<file path="src/sv/cpuet_pkg.sv">
// package: types, constants and priority table of the cpu exception and timer unit
package cpuet_pkg;

  localparam int unsigned CodeW  = 6;
  localparam int unsigned PrioW  = 5;
  localparam int unsigned RandW  = 5;
  localparam int unsigned WordW  = 32;
  localparam int unsigned CfgIdxW = 2;

  localparam logic [CodeW-1:0] CODE_NONE = 6'd35;
  localparam logic [CodeW-1:0] CODE_COLD = 6'd32;
  localparam logic [CodeW-1:0] CODE_SOFT = 6'd33;
  localparam logic [CodeW-1:0] CODE_NMI  = 6'd34;
  localparam logic [CodeW-1:0] CODE_TLBL = 6'd2;
  localparam logic [CodeW-1:0] CODE_TLBS = 6'd3;

  localparam logic [WordW-1:0] VEC_RESET     = 32'hBFC0_0000;
  localparam logic [WordW-1:0] VEC_TLB_BOOT  = 32'hBFC0_0200;
  localparam logic [WordW-1:0] VEC_TLB_NORM  = 32'h8000_0000;
  localparam logic [WordW-1:0] VEC_GEN_BOOT  = 32'hBFC0_0380;
  localparam logic [WordW-1:0] VEC_GEN_NORM  = 32'h8000_0180;
  localparam logic [WordW-1:0] PC_STEP       = 32'd4;
  localparam logic [RandW-1:0] RAND_TOP      = 5'd31;

  localparam logic [CfgIdxW-1:0] CFG_TIMER_COMPARE = 2'd0;
  localparam logic [CfgIdxW-1:0] CFG_WIRED_LIMIT   = 2'd1;
  localparam logic [CfgIdxW-1:0] CFG_BOOT_VECTORS  = 2'd2;

  typedef enum logic {
    OP_RAISE = 1'b0,
    OP_STEP  = 1'b1
  } op_e;

  typedef enum logic [1:0] {
    RK_NONE = 2'd0,
    RK_COLD = 2'd1,
    RK_SOFT = 2'd2,
    RK_NMI  = 2'd3
  } reset_kind_e;

  typedef struct packed {
    logic [WordW-1:0] timer_compare;
    logic [RandW-1:0] wired_limit;
    logic             boot_vectors;
  } cfg_t;

  localparam cfg_t CFG_RESET = '{timer_compare: '0, wired_limit: '0, boot_vectors: 1'b1};

  typedef struct packed {
    logic [CodeW-1:0] pending;
    logic [WordW-1:0] count;
    logic [RandW-1:0] random;
    logic             timer;
    logic             exl;
    logic [4:0]       cause;
    logic             bd;
    logic [WordW-1:0] epc;
    logic [WordW-1:0] error_epc;
  } state_t;

  localparam state_t STATE_RESET = '{
    pending: CODE_NONE, count: '0, random: RAND_TOP, timer: 1'b0, exl: 1'b0,
    cause: '0, bd: 1'b0, epc: '0, error_epc: '0
  };

  typedef struct packed {
    logic             redirect;
    logic [WordW-1:0] target_pc;
    logic [CodeW-1:0] taken_code;
    logic [WordW-1:0] saved_pc;
    logic             branch_delay_flag;
    logic             exception_level;
    logic [WordW-1:0] count_value;
    logic [RandW-1:0] random_value;
    logic             timer_pending;
    reset_kind_e      reset_kind;
  } result_t;

  function automatic logic [PrioW-1:0] prio_of(input logic [CodeW-1:0] code);
    logic [PrioW-1:0] p;
    case (code)
      6'd0:    p = 5'd1;
      6'd1:    p = 5'd4;
      6'd2:    p = 5'd5;
      6'd3:    p = 5'd15;
      6'd4:    p = 5'd6;
      6'd5:    p = 5'd16;
      6'd6:    p = 5'd14;
      6'd7:    p = 5'd2;
      6'd8:    p = 5'd13;
      6'd9:    p = 5'd12;
      6'd10:   p = 5'd10;
      6'd11:   p = 5'd11;
      6'd12:   p = 5'd8;
      6'd13:   p = 5'd9;
      6'd15:   p = 5'd7;
      6'd23:   p = 5'd3;
      6'd32:   p = 5'd19;
      6'd33:   p = 5'd18;
      6'd34:   p = 5'd17;
      default: p = 5'd0;
    endcase
    return p;
  endfunction

endpackage

</file>
<file path="src/sv/cpuet_ifs.sv">
// channel interfaces: input items, results and configuration writes
interface cpuet_in_if;
  import cpuet_pkg::*;
  logic             valid;
  logic             ready;
  logic             operation;
  logic [CodeW-1:0] exc_code;
  logic [WordW-1:0] current_pc;
  logic             delay_slot;
  logic             cpu_active;
  modport source (output valid, operation, exc_code, current_pc, delay_slot, cpu_active,
                  input ready);
  modport sink (input valid, operation, exc_code, current_pc, delay_slot, cpu_active,
                output ready);
endinterface

interface cpuet_res_if;
  import cpuet_pkg::*;
  logic             valid;
  logic             ready;
  logic             redirect;
  logic [WordW-1:0] target_pc;
  logic [CodeW-1:0] taken_code;
  logic [WordW-1:0] saved_pc;
  logic             branch_delay_flag;
  logic             exception_level;
  logic [WordW-1:0] count_value;
  logic [RandW-1:0] random_value;
  logic             timer_pending;
  logic [1:0]       reset_kind;
  modport source (output valid, redirect, target_pc, taken_code, saved_pc, branch_delay_flag,
                  exception_level, count_value, random_value, timer_pending, reset_kind,
                  input ready);
  modport sink (input valid, redirect, target_pc, taken_code, saved_pc, branch_delay_flag,
                exception_level, count_value, random_value, timer_pending, reset_kind,
                output ready);
endinterface

interface cpuet_cfg_if;
  import cpuet_pkg::*;
  logic               valid;
  logic               ready;
  logic [CfgIdxW-1:0] index;
  logic [WordW-1:0]   data;
  modport source (output valid, index, data, input ready);
  modport sink (input valid, index, data, output ready);
endinterface

</file>
<file path="src/sv/cpu_exception_and_timer_unit.sv">
// top level: exception priority latch, count/compare timer and random index
//
//   channel | dir | handshake            | payload
//   in_i    | in  | valid/ready          | operation, exc_code, current_pc, delay_slot, cpu_active
//   res_o   | out | valid/ready          | redirect .. reset_kind, one per input transaction
//   cfg_i   | in  | valid/ready (ready=1)| index, data
//
// one item per cycle unless stalled; each result appears the cycle after its input is taken
// state is updated in the accepting cycle, so consecutive transactions see each other at once
// the result register frees in the same cycle it is read, so in_i.ready stays high under flow
// in_i.ready drops only while a result is held and res_o.ready is low
// reset puts all state and configuration at cold-reset values, pending code none
module cpu_exception_and_timer_unit (
  input  logic        clk_i,
  input  logic        rst_ni,
  cpuet_in_if.sink    in_i,
  cpuet_res_if.source res_o,
  cpuet_cfg_if.sink   cfg_i
);
  import cpuet_pkg::*;

  state_t  state_q, state_d;
  cfg_t    cfg_q, cfg_step, cfg_d;
  result_t res_q, res_d;
  logic    res_valid_q, res_valid_d;
  logic    in_fire, cfg_fire;

  cpuet_step u_step (
    .state_i      (state_q),
    .cfg_i        (cfg_q),
    .operation_i  (in_i.operation),
    .exc_code_i   (in_i.exc_code),
    .current_pc_i (in_i.current_pc),
    .delay_slot_i (in_i.delay_slot),
    .cpu_active_i (in_i.cpu_active),
    .state_o      (state_d),
    .cfg_o        (cfg_step),
    .result_o     (res_d)
  );

  assign in_i.ready  = !res_valid_q || res_o.ready;
  assign cfg_i.ready = 1'b1;
  assign in_fire     = in_i.valid && in_i.ready;
  assign cfg_fire    = cfg_i.valid && cfg_i.ready;

  always_comb begin
    cfg_d = in_fire ? cfg_step : cfg_q;
    if (cfg_fire) begin
      case (cfg_i.index)
        CFG_TIMER_COMPARE: cfg_d.timer_compare = cfg_i.data;
        CFG_WIRED_LIMIT:   cfg_d.wired_limit   = cfg_i.data[RandW-1:0];
        CFG_BOOT_VECTORS:  cfg_d.boot_vectors  = cfg_i.data[0];
        default: ;
      endcase
    end
  end

  assign res_valid_d = in_fire || (res_valid_q && !res_o.ready);

  always_ff @(posedge clk_i or negedge rst_ni) begin
    if (!rst_ni) begin
      state_q     <= STATE_RESET;
      cfg_q       <= CFG_RESET;
      res_valid_q <= 1'b0;
    end else begin
      if (in_fire) begin
        state_q <= state_d;
      end
      cfg_q       <= cfg_d;
      res_valid_q <= res_valid_d;
    end
  end

  always_ff @(posedge clk_i) begin
    if (in_fire) begin
      res_q <= res_d;
    end
  end

  assign res_o.valid             = res_valid_q;
  assign res_o.redirect          = res_q.redirect;
  assign res_o.target_pc         = res_q.target_pc;
  assign res_o.taken_code        = res_q.taken_code;
  assign res_o.saved_pc          = res_q.saved_pc;
  assign res_o.branch_delay_flag = res_q.branch_delay_flag;
  assign res_o.exception_level   = res_q.exception_level;
  assign res_o.count_value       = res_q.count_value;
  assign res_o.random_value      = res_q.random_value;
  assign res_o.timer_pending     = res_q.timer_pending;
  assign res_o.reset_kind        = res_q.reset_kind;

  a_taken_clears_pending: assert property (@(posedge clk_i) disable iff (!rst_ni)
    in_fire && res_d.redirect |=> state_q.pending == CODE_NONE)
    else $error("pending code not cleared after a taken exception");

  a_raise_keeps_count: assert property (@(posedge clk_i) disable iff (!rst_ni)
    in_fire && (op_e'(in_i.operation) == OP_RAISE) |=> $stable(state_q.count))
    else $error("raise transaction changed the cycle counter");

  a_result_follows_input: assert property (@(posedge clk_i) disable iff (!rst_ni)
    in_fire |=> res_valid_q && res_q.count_value == state_q.count)
    else $error("result missing or out of step with state");

  a_redirect_has_code: assert property (@(posedge clk_i) disable iff (!rst_ni)
    res_valid_q && res_q.redirect |-> res_q.taken_code != CODE_NONE)
    else $error("redirect without a taken exception code");

endmodule

</file>
<file path="src/sv/cpuet_step.sv">
// next-state and result logic for one raise or step transaction
module cpuet_step (
  input  cpuet_pkg::state_t             state_i,
  input  cpuet_pkg::cfg_t               cfg_i,
  input  logic                          operation_i,
  input  logic [cpuet_pkg::CodeW-1:0]   exc_code_i,
  input  logic [cpuet_pkg::WordW-1:0]   current_pc_i,
  input  logic                          delay_slot_i,
  input  logic                          cpu_active_i,
  output cpuet_pkg::state_t             state_o,
  output cpuet_pkg::cfg_t               cfg_o,
  output cpuet_pkg::result_t            result_o
);
  import cpuet_pkg::*;

  logic [RandW-1:0] rand_dec;
  logic [WordW-1:0] pc_saved;

  assign pc_saved = delay_slot_i ? (current_pc_i - PC_STEP) : current_pc_i;

  always_comb begin
    state_o  = state_i;
    cfg_o    = cfg_i;
    rand_dec = '0;
    result_o = '{redirect: 1'b0, target_pc: '0, taken_code: CODE_NONE, saved_pc: '0,
                 branch_delay_flag: 1'b0, exception_level: 1'b0, count_value: '0,
                 random_value: '0, timer_pending: 1'b0, reset_kind: RK_NONE};
    if (op_e'(operation_i) == OP_RAISE) begin
      if (prio_of(exc_code_i) > prio_of(state_i.pending)) begin
        state_o.pending = exc_code_i;
      end
    end else begin
      state_o.count = state_i.count + 1'b1;
      if (cpu_active_i) begin
        if (state_i.pending != CODE_NONE) begin
          result_o.redirect   = 1'b1;
          result_o.taken_code = state_i.pending;
          if (!state_i.pending[CodeW-1]) begin
            state_o.cause = state_i.pending[4:0];
          end
          state_o.exl = 1'b1;
          case (state_i.pending)
            CODE_COLD: begin
              state_o             = STATE_RESET;
              cfg_o               = CFG_RESET;
              result_o.reset_kind = RK_COLD;
              result_o.target_pc  = VEC_RESET;
            end
            CODE_SOFT, CODE_NMI: begin
              result_o.reset_kind = (state_i.pending == CODE_SOFT) ? RK_SOFT : RK_NMI;
              state_o.error_epc   = current_pc_i;
              result_o.saved_pc   = current_pc_i;
              result_o.target_pc  = VEC_RESET;
            end
            default: begin
              result_o.saved_pc = pc_saved;
              state_o.bd        = delay_slot_i;
              state_o.epc       = pc_saved;
              if (state_i.pending == CODE_TLBL || state_i.pending == CODE_TLBS) begin
                result_o.target_pc = cfg_i.boot_vectors ? VEC_TLB_BOOT : VEC_TLB_NORM;
              end else begin
                result_o.target_pc = cfg_i.boot_vectors ? VEC_GEN_BOOT : VEC_GEN_NORM;
              end
            end
          endcase
          state_o.pending = CODE_NONE;
        end
        rand_dec       = state_o.random - 1'b1;
        state_o.random = (rand_dec < cfg_o.wired_limit) ? RAND_TOP : rand_dec;
      end
      if (state_o.count == cfg_o.timer_compare) begin
        state_o.timer = 1'b1;
      end
    end
    result_o.branch_delay_flag = state_o.bd;
    result_o.exception_level   = state_o.exl;
    result_o.count_value       = state_o.count;
    result_o.random_value      = state_o.random;
    result_o.timer_pending     = state_o.timer;
  end

endmodule

</file>
<file path="src/flat_wrapper.sv">
// flat-port wrapper written by rule: the top's interface ports become plain ports
module cpu_exception_and_timer_unit_flat import cpuet_pkg::*;
  (clk_i, rst_ni, in_i_valid, in_i_operation, in_i_exc_code, in_i_current_pc, in_i_delay_slot, in_i_cpu_active, in_i_ready, res_o_valid, res_o_redirect, res_o_target_pc, res_o_taken_code, res_o_saved_pc, res_o_branch_delay_flag, res_o_exception_level, res_o_count_value, res_o_random_value, res_o_timer_pending, res_o_reset_kind, res_o_ready, cfg_i_valid, cfg_i_index, cfg_i_data, cfg_i_ready);
  cpuet_in_if in_i_i ();
  cpuet_res_if res_o_i ();
  cpuet_cfg_if cfg_i_i ();
  input  logic clk_i;
  input  logic rst_ni;
  input wire logic [$bits(in_i_i.valid)-1:0] in_i_valid;
  input wire logic [$bits(in_i_i.operation)-1:0] in_i_operation;
  input wire logic [$bits(in_i_i.exc_code)-1:0] in_i_exc_code;
  input wire logic [$bits(in_i_i.current_pc)-1:0] in_i_current_pc;
  input wire logic [$bits(in_i_i.delay_slot)-1:0] in_i_delay_slot;
  input wire logic [$bits(in_i_i.cpu_active)-1:0] in_i_cpu_active;
  output wire logic [$bits(in_i_i.ready)-1:0] in_i_ready;
  output wire logic [$bits(res_o_i.valid)-1:0] res_o_valid;
  output wire logic [$bits(res_o_i.redirect)-1:0] res_o_redirect;
  output wire logic [$bits(res_o_i.target_pc)-1:0] res_o_target_pc;
  output wire logic [$bits(res_o_i.taken_code)-1:0] res_o_taken_code;
  output wire logic [$bits(res_o_i.saved_pc)-1:0] res_o_saved_pc;
  output wire logic [$bits(res_o_i.branch_delay_flag)-1:0] res_o_branch_delay_flag;
  output wire logic [$bits(res_o_i.exception_level)-1:0] res_o_exception_level;
  output wire logic [$bits(res_o_i.count_value)-1:0] res_o_count_value;
  output wire logic [$bits(res_o_i.random_value)-1:0] res_o_random_value;
  output wire logic [$bits(res_o_i.timer_pending)-1:0] res_o_timer_pending;
  output wire logic [$bits(res_o_i.reset_kind)-1:0] res_o_reset_kind;
  input wire logic [$bits(res_o_i.ready)-1:0] res_o_ready;
  input wire logic [$bits(cfg_i_i.valid)-1:0] cfg_i_valid;
  input wire logic [$bits(cfg_i_i.index)-1:0] cfg_i_index;
  input wire logic [$bits(cfg_i_i.data)-1:0] cfg_i_data;
  output wire logic [$bits(cfg_i_i.ready)-1:0] cfg_i_ready;
  assign in_i_i.valid = in_i_valid;
  assign in_i_i.operation = in_i_operation;
  assign in_i_i.exc_code = in_i_exc_code;
  assign in_i_i.current_pc = in_i_current_pc;
  assign in_i_i.delay_slot = in_i_delay_slot;
  assign in_i_i.cpu_active = in_i_cpu_active;
  assign in_i_ready = in_i_i.ready;
  assign res_o_valid = res_o_i.valid;
  assign res_o_redirect = res_o_i.redirect;
  assign res_o_target_pc = res_o_i.target_pc;
  assign res_o_taken_code = res_o_i.taken_code;
  assign res_o_saved_pc = res_o_i.saved_pc;
  assign res_o_branch_delay_flag = res_o_i.branch_delay_flag;
  assign res_o_exception_level = res_o_i.exception_level;
  assign res_o_count_value = res_o_i.count_value;
  assign res_o_random_value = res_o_i.random_value;
  assign res_o_timer_pending = res_o_i.timer_pending;
  assign res_o_reset_kind = res_o_i.reset_kind;
  assign res_o_i.ready = res_o_ready;
  assign cfg_i_i.valid = cfg_i_valid;
  assign cfg_i_i.index = cfg_i_index;
  assign cfg_i_i.data = cfg_i_data;
  assign cfg_i_ready = cfg_i_i.ready;
  cpu_exception_and_timer_unit u_core (.clk_i(clk_i), .rst_ni(rst_ni), .in_i(in_i_i), .res_o(res_o_i), .cfg_i(cfg_i_i));
endmodule
</file>
<file path="config.mk">
export PLATFORM = sky130hd
export DESIGN_NAME = cpu_exception_and_timer_unit_flat
export DESIGN_NICKNAME = d
export VERILOG_FILES = /design/src/sv/cpuet_pkg.sv /design/src/sv/cpuet_ifs.sv /design/src/sv/cpu_exception_and_timer_unit.sv /design/src/sv/cpuet_step.sv /design/src/flat_wrapper.sv
export SDC_FILE = /design/constraint.sdc
export NUM_CORES = 1
export LEC_CHECK = 0
export ABC_AREA = 1
export CAP_MARGIN = 5
export CORE_AREA = 3 3 174 176
export DETAILED_ROUTE_END_ITERATION = 8
export DIE_AREA = 0 0 177 179
export DONT_BUFFER_PORTS = 1
export GPL_ROUTABILITY_DRIVEN = 0
export PLACE_DENSITY = 0.46
export SLEW_MARGIN = 25
export SYNTH_ARGS = -nofsm -noshare
export SYNTH_HDL_FRONTEND = slang
export SYNTH_SLANG_ARGS = --single-unit
export TNS_END_PERCENT = 30
</file>
<file path="constraint.sdc">
create_clock -name clk_i -period 4.25 [get_ports clk_i]
set_clock_uncertainty 0.15 [all_clocks]
set_input_delay 0.425 -clock clk_i [delete_from_list [all_inputs] [get_ports clk_i]]
set_output_delay 0.425 -clock clk_i [all_outputs]
set_load 0.02 [all_outputs]
</file>
==> flow_results.org <==
** Pwr
- Largest vdd supply drop :: 226 uV
- Fraction of power consumed by combinational cells :: 29.1%
- Switch Pwr :: 2.14 mW
- Reported leakage power :: 4.80 nW
- Of the total power, the share spent switching nets is 38.6%.
- Total Power :: about 5.6 mW
- Power share of the sequential group :: 44.7%
- Design internal power :: 3.41 mW
- Clock Power Share :: 26.2%
- For this design the ratio of total power to cell area is just under 500 mW/mm^2.

** Synth
- A synthesized cell averages 7.75 sq um.
- Number of synthesized flops with an enable pin :: 85
- The Yosys step of the flow raised 0 warnings.
- Synthesized instance count :: about 1.3k
- Part of the Yosys area used for sequential elements :: 46.5%
- Top_reg_cell synth :: sky130_fd_sc_hd__edfxtp_1
- Sorting the synthesized cells by how often they occur yields sky130_fd_sc_hd__nand2_1, sky130_fd_sc_hd__inv_1, sky130_fd_sc_hd__o21ai_0.
- The synthesized design contains 170 register bits.
- Area contributors post-synth :: sky130_fd_sc_hd__edfxtp_1, sky130_fd_sc_hd__dfrtp_1, sky130_fd_sc_hd__nand2_1, sky130_fd_sc_hd__o21ai_0, sky130_fd_sc_hd__inv_1
- Mapped cell area :: 0.0101 sq mm
- Post-synth ARST share :: 50.0%
- In this run the biggest area consumer among cell types represents 25.3% of the synthesized area.
- Cell variety after synth :: 46
- Yosys instantiated no cell more often than sky130_fd_sc_hd__nand2_1.
- Of all cell types, the one taking the most synthesized area is sky130_fd_sc_hd__edfxtp_1.

** Critical path
- In this design, the stage delay of the slowest critical-path cell is 0.58 ns.
- Critical path start-end classification :: reg -> reg
- Slowest-stage cell, CP :: sky130_fd_sc_hd__dfstp_2
- In this run the worst path has a maximum fanout of 8.
- Sort of element at the start of the critical path :: flop
- Data arrival time of the critical path :: 3.75 ns
- Traced cell by cell, the critical path runs through inv_1 > ha_1 > nand2_2 > nor2_4 > nand2_1 > nand4_1 > or2_2 > xor2_1 > inv_1 > ha_1 > a21oi_1 > o21a_1 > a21boi_0 > inv_1 > nand3_1 > o21ai_0 > o21ai_0.
- Critical Path Sink Type :: flop
- The critical path starts at u_core.state_q[110].
- Worst reg2reg startpoint :: u_core.state_q[110]
- Counting stages on the worst path, the most repeated cell is sky130_fd_sc_hd__inv_1.
- Data on the critical path is required at its endpoint by approximately 4.5 ns.

** Routing
- Dividing the detail-routed via count by the number of cells gives around 4.9.
- After detailed routing, the number of remaining DRC violations is 0.
- Number of DRC markers in iteration 0 :: about 630
- The final layout contains routed wiring with a total length of 27.2 mm.
- Wire length per cell :: around 16 um
- Once detail routing completed, the nets flagged for antenna violations numbered 0.
- Pre-Repair DR Iteration Count :: 5
- The routed layout has roughly 8.3k vias.

** Clocking
- Maximum root-to-sink buffer count :: 2
- In this run the post-CTS setup repair buffer count came out at 0.
- Clock tree from TritonCTS :: built
- After clock tree synthesis, the clock-pin slew on the worst setup and hold paths is 0.07 ns.
- Clock network latency to the later pin of the worst-skew pair :: 0.43 ns
- The H-tree was split into 4 levels.
- The clock drives 170 sinks.
- Root buffer cell :: sky130_fd_sc_hd__clkbuf_16
- Counting the buffers created by CTS gives 17.

** Min path
- Hold crit path type :: in -> reg
- The worst hold path begins at cfg_i_data[7].

** Place
- The wire-length estimate of the detail-placed layout is between 20 and 25 mm.
- Once placement finished, the instance area stood at roughly 0.010 sq mm.
- Once placement completed, the tool counted placed cells totaling 1,647.
- Port Buf Inserts :: 0

** GRT
- Number of global-route vias before repair :: 7,607
- Wire length of the first global-routing pass :: 42.8 mm
- Largest net degree at the start of global routing :: 86
- Antenna violations before repair :: 0
- Global router's overall resource usage :: 17.3%
- The total overflow left after global routing is 0.

** Finish
- Reg area :: ~0.0047 sq mm
- Final cell count without fillers :: approximately 1.7k
- 0 antenna diodes ended up in the layout.
- Summing all non-filler instances in the final layout gives an area of 0.0112 sq mm.
- At the end of the flow, the number of nets in the layout was about 1.4k.
- Synthesis-to-layout area growth :: 11.3%
- Share of post-route cells with drive strength above 1 :: 5.79%
- The multi-input combinational cells in the finished layout cover a total of 0.00439 sq mm.
- Filler Cell Count :: approximately 3.0k

** Timing
- The smallest clock period supported by the final layout is computed as approximately 3.5 ns.
- The final count of pins violating max slew is 0.
- The final hold violation count was 0.
- RSZ-0062 raised after global routing :: no
- Final setup violating endpoints :: 0
- Highest Clock Rate :: 282 MHz
- Worst slew pin tran :: roughly 0.78 ns
- Slew HR :: 48.3%
- The final critical path takes up 83.5% of the cycle.
- Sum of negative setup slack :: 0 ns

** Floorplan
- Chip Width :: between 150 and 200 um
- Die Outline Area :: approximately 0.032 sq mm
- The floorplan has 62 rows.
- Chip Height :: approximately 180 um
- Once the floorplan was initialized, standard cells occupied 35.1% of the core.
- In this run the standard cell core region covers 0.0288 sq mm.
- Count of boundary I/O pins :: 196

** Run
- Max-cap violations in this run came to 0.

** Run status
- Run status :: finished clean
final timing paths:
kind                                       endpoint  slack (ns)  cells past startpoint
worst min register to register   u_core.state_q[76]        0.35                      2
max in group asynchronous       u_core.state_q[109]        3.14                      2
min in group asynchronous           u_core.cfg_q[3]        0.42                      2
worst max register to register   u_core.state_q[76]        0.70                     17
worst min-delay path               u_core.cfg_q[13]        0.01                      2
worst max-delay path             u_core.state_q[76]        0.70                     17
metrics by stage:
step	hold WS (ns)	util, %	setup WS (ns)
floorplan	-0.0206	-	1.16
global placement	-0.0161	36.0	0.803
detailed placement	-0.0162	36.0	0.727
CTS	0.00171	39.0	0.716
global route	0.0193	39.0	0.323
finish	0.0137	39.0	0.702
state kept, by name (all words and copies together) (netlist names):
name,count
u_core.cfg_q,38
u_core.res_o.branch_delay_flag,1
u_core.res_o.count_value,32
u_core.res_o.exception_level,1
u_core.res_o.random_value,5
u_core.res_o.redirect,1
u_core.res_o.reset_kind,2
u_core.res_o.saved_pc,32
u_core.res_o.taken_code,6
u_core.res_o.target_pc,4
u_core.res_o.timer_pending,1
u_core.res_o.valid,1
u_core.state_q,46
worst max-delay path: cells and delay by family, from the launching register on:
| family | cells | cell delay [ns] |
|---|---|---|
| fa+ha+maj | 2 | 0.54 |
| simple gates | 6 | 0.92 |
| xor+xnor | 1 | 0.19 |
| compound gates | 5 | 0.74 |
| flops | 1 | 0.58 |
| buf+inv | 3 | 0.35 |
timing repair:
item,in CTS,in global routing
gates resized for setup,0,0
hold buffers,34,0
hold endpoints to repair,117,0
layout make-up:
class	instances	area share [%]
flip-flops and latches	170	41.7
inverters	177	5.96
clock buffers	20	3.89
repair buffers	46	4.21
clock inverters	12	0.835
multi-input cells	904	39.1
well taps	384	4.28
power groups by stage:
stage	clock (mW)	combinational (mW)	sequential (mW)
6_report	1.45	1.62	2.48
3_3_place_gp	0	1.56	2.51
2_1_floorplan	0	1.26	2.41
3_5_place_dp	0	1.58	2.51
4_1_cts	1.50	1.63	2.48
5_1_grt	1.57	1.89	2.53
kinds of logic after synthesis:
kind of cell	Yosys count	synth area share, %
adder cells (fa/ha/maj)	23	2.85
other	2	0.0744
XOR/XNOR	22	1.91
flip-flops	170	46.5
buffers and inverters	247	10.7
AO/OA/AOI/OAI	202	10.7
AND/OR/NAND/NOR	636	27.3
cells in the final DEF (no fill, tap or decap), drive strengths merged, types with 20 or more instances in the layout:
cell type    Yosys  routed
nor2           154     154
nand4           30      30
nand3          129     129
conb             2      21
inv            175     178
edfxtp          85      85
clkbuf          25      20
dfrtp           76      76
dlygate4sd3      0      33
o21ai          159     159
nand2          291     291
ha              23      23
metal layers:
metal / track usage (%) / vias to the layer above / routed length, um
li1: - / 4275 / -
met3: 3.47 / 22 / 1690
met2: 25.1 / 268 / 11300
met5: 0 / - / 0
met4: 4.39 / 0 / 305
met1: 26.2 / 3776 / 13900
Note: power is estimated with default switching activity, not from simulation.
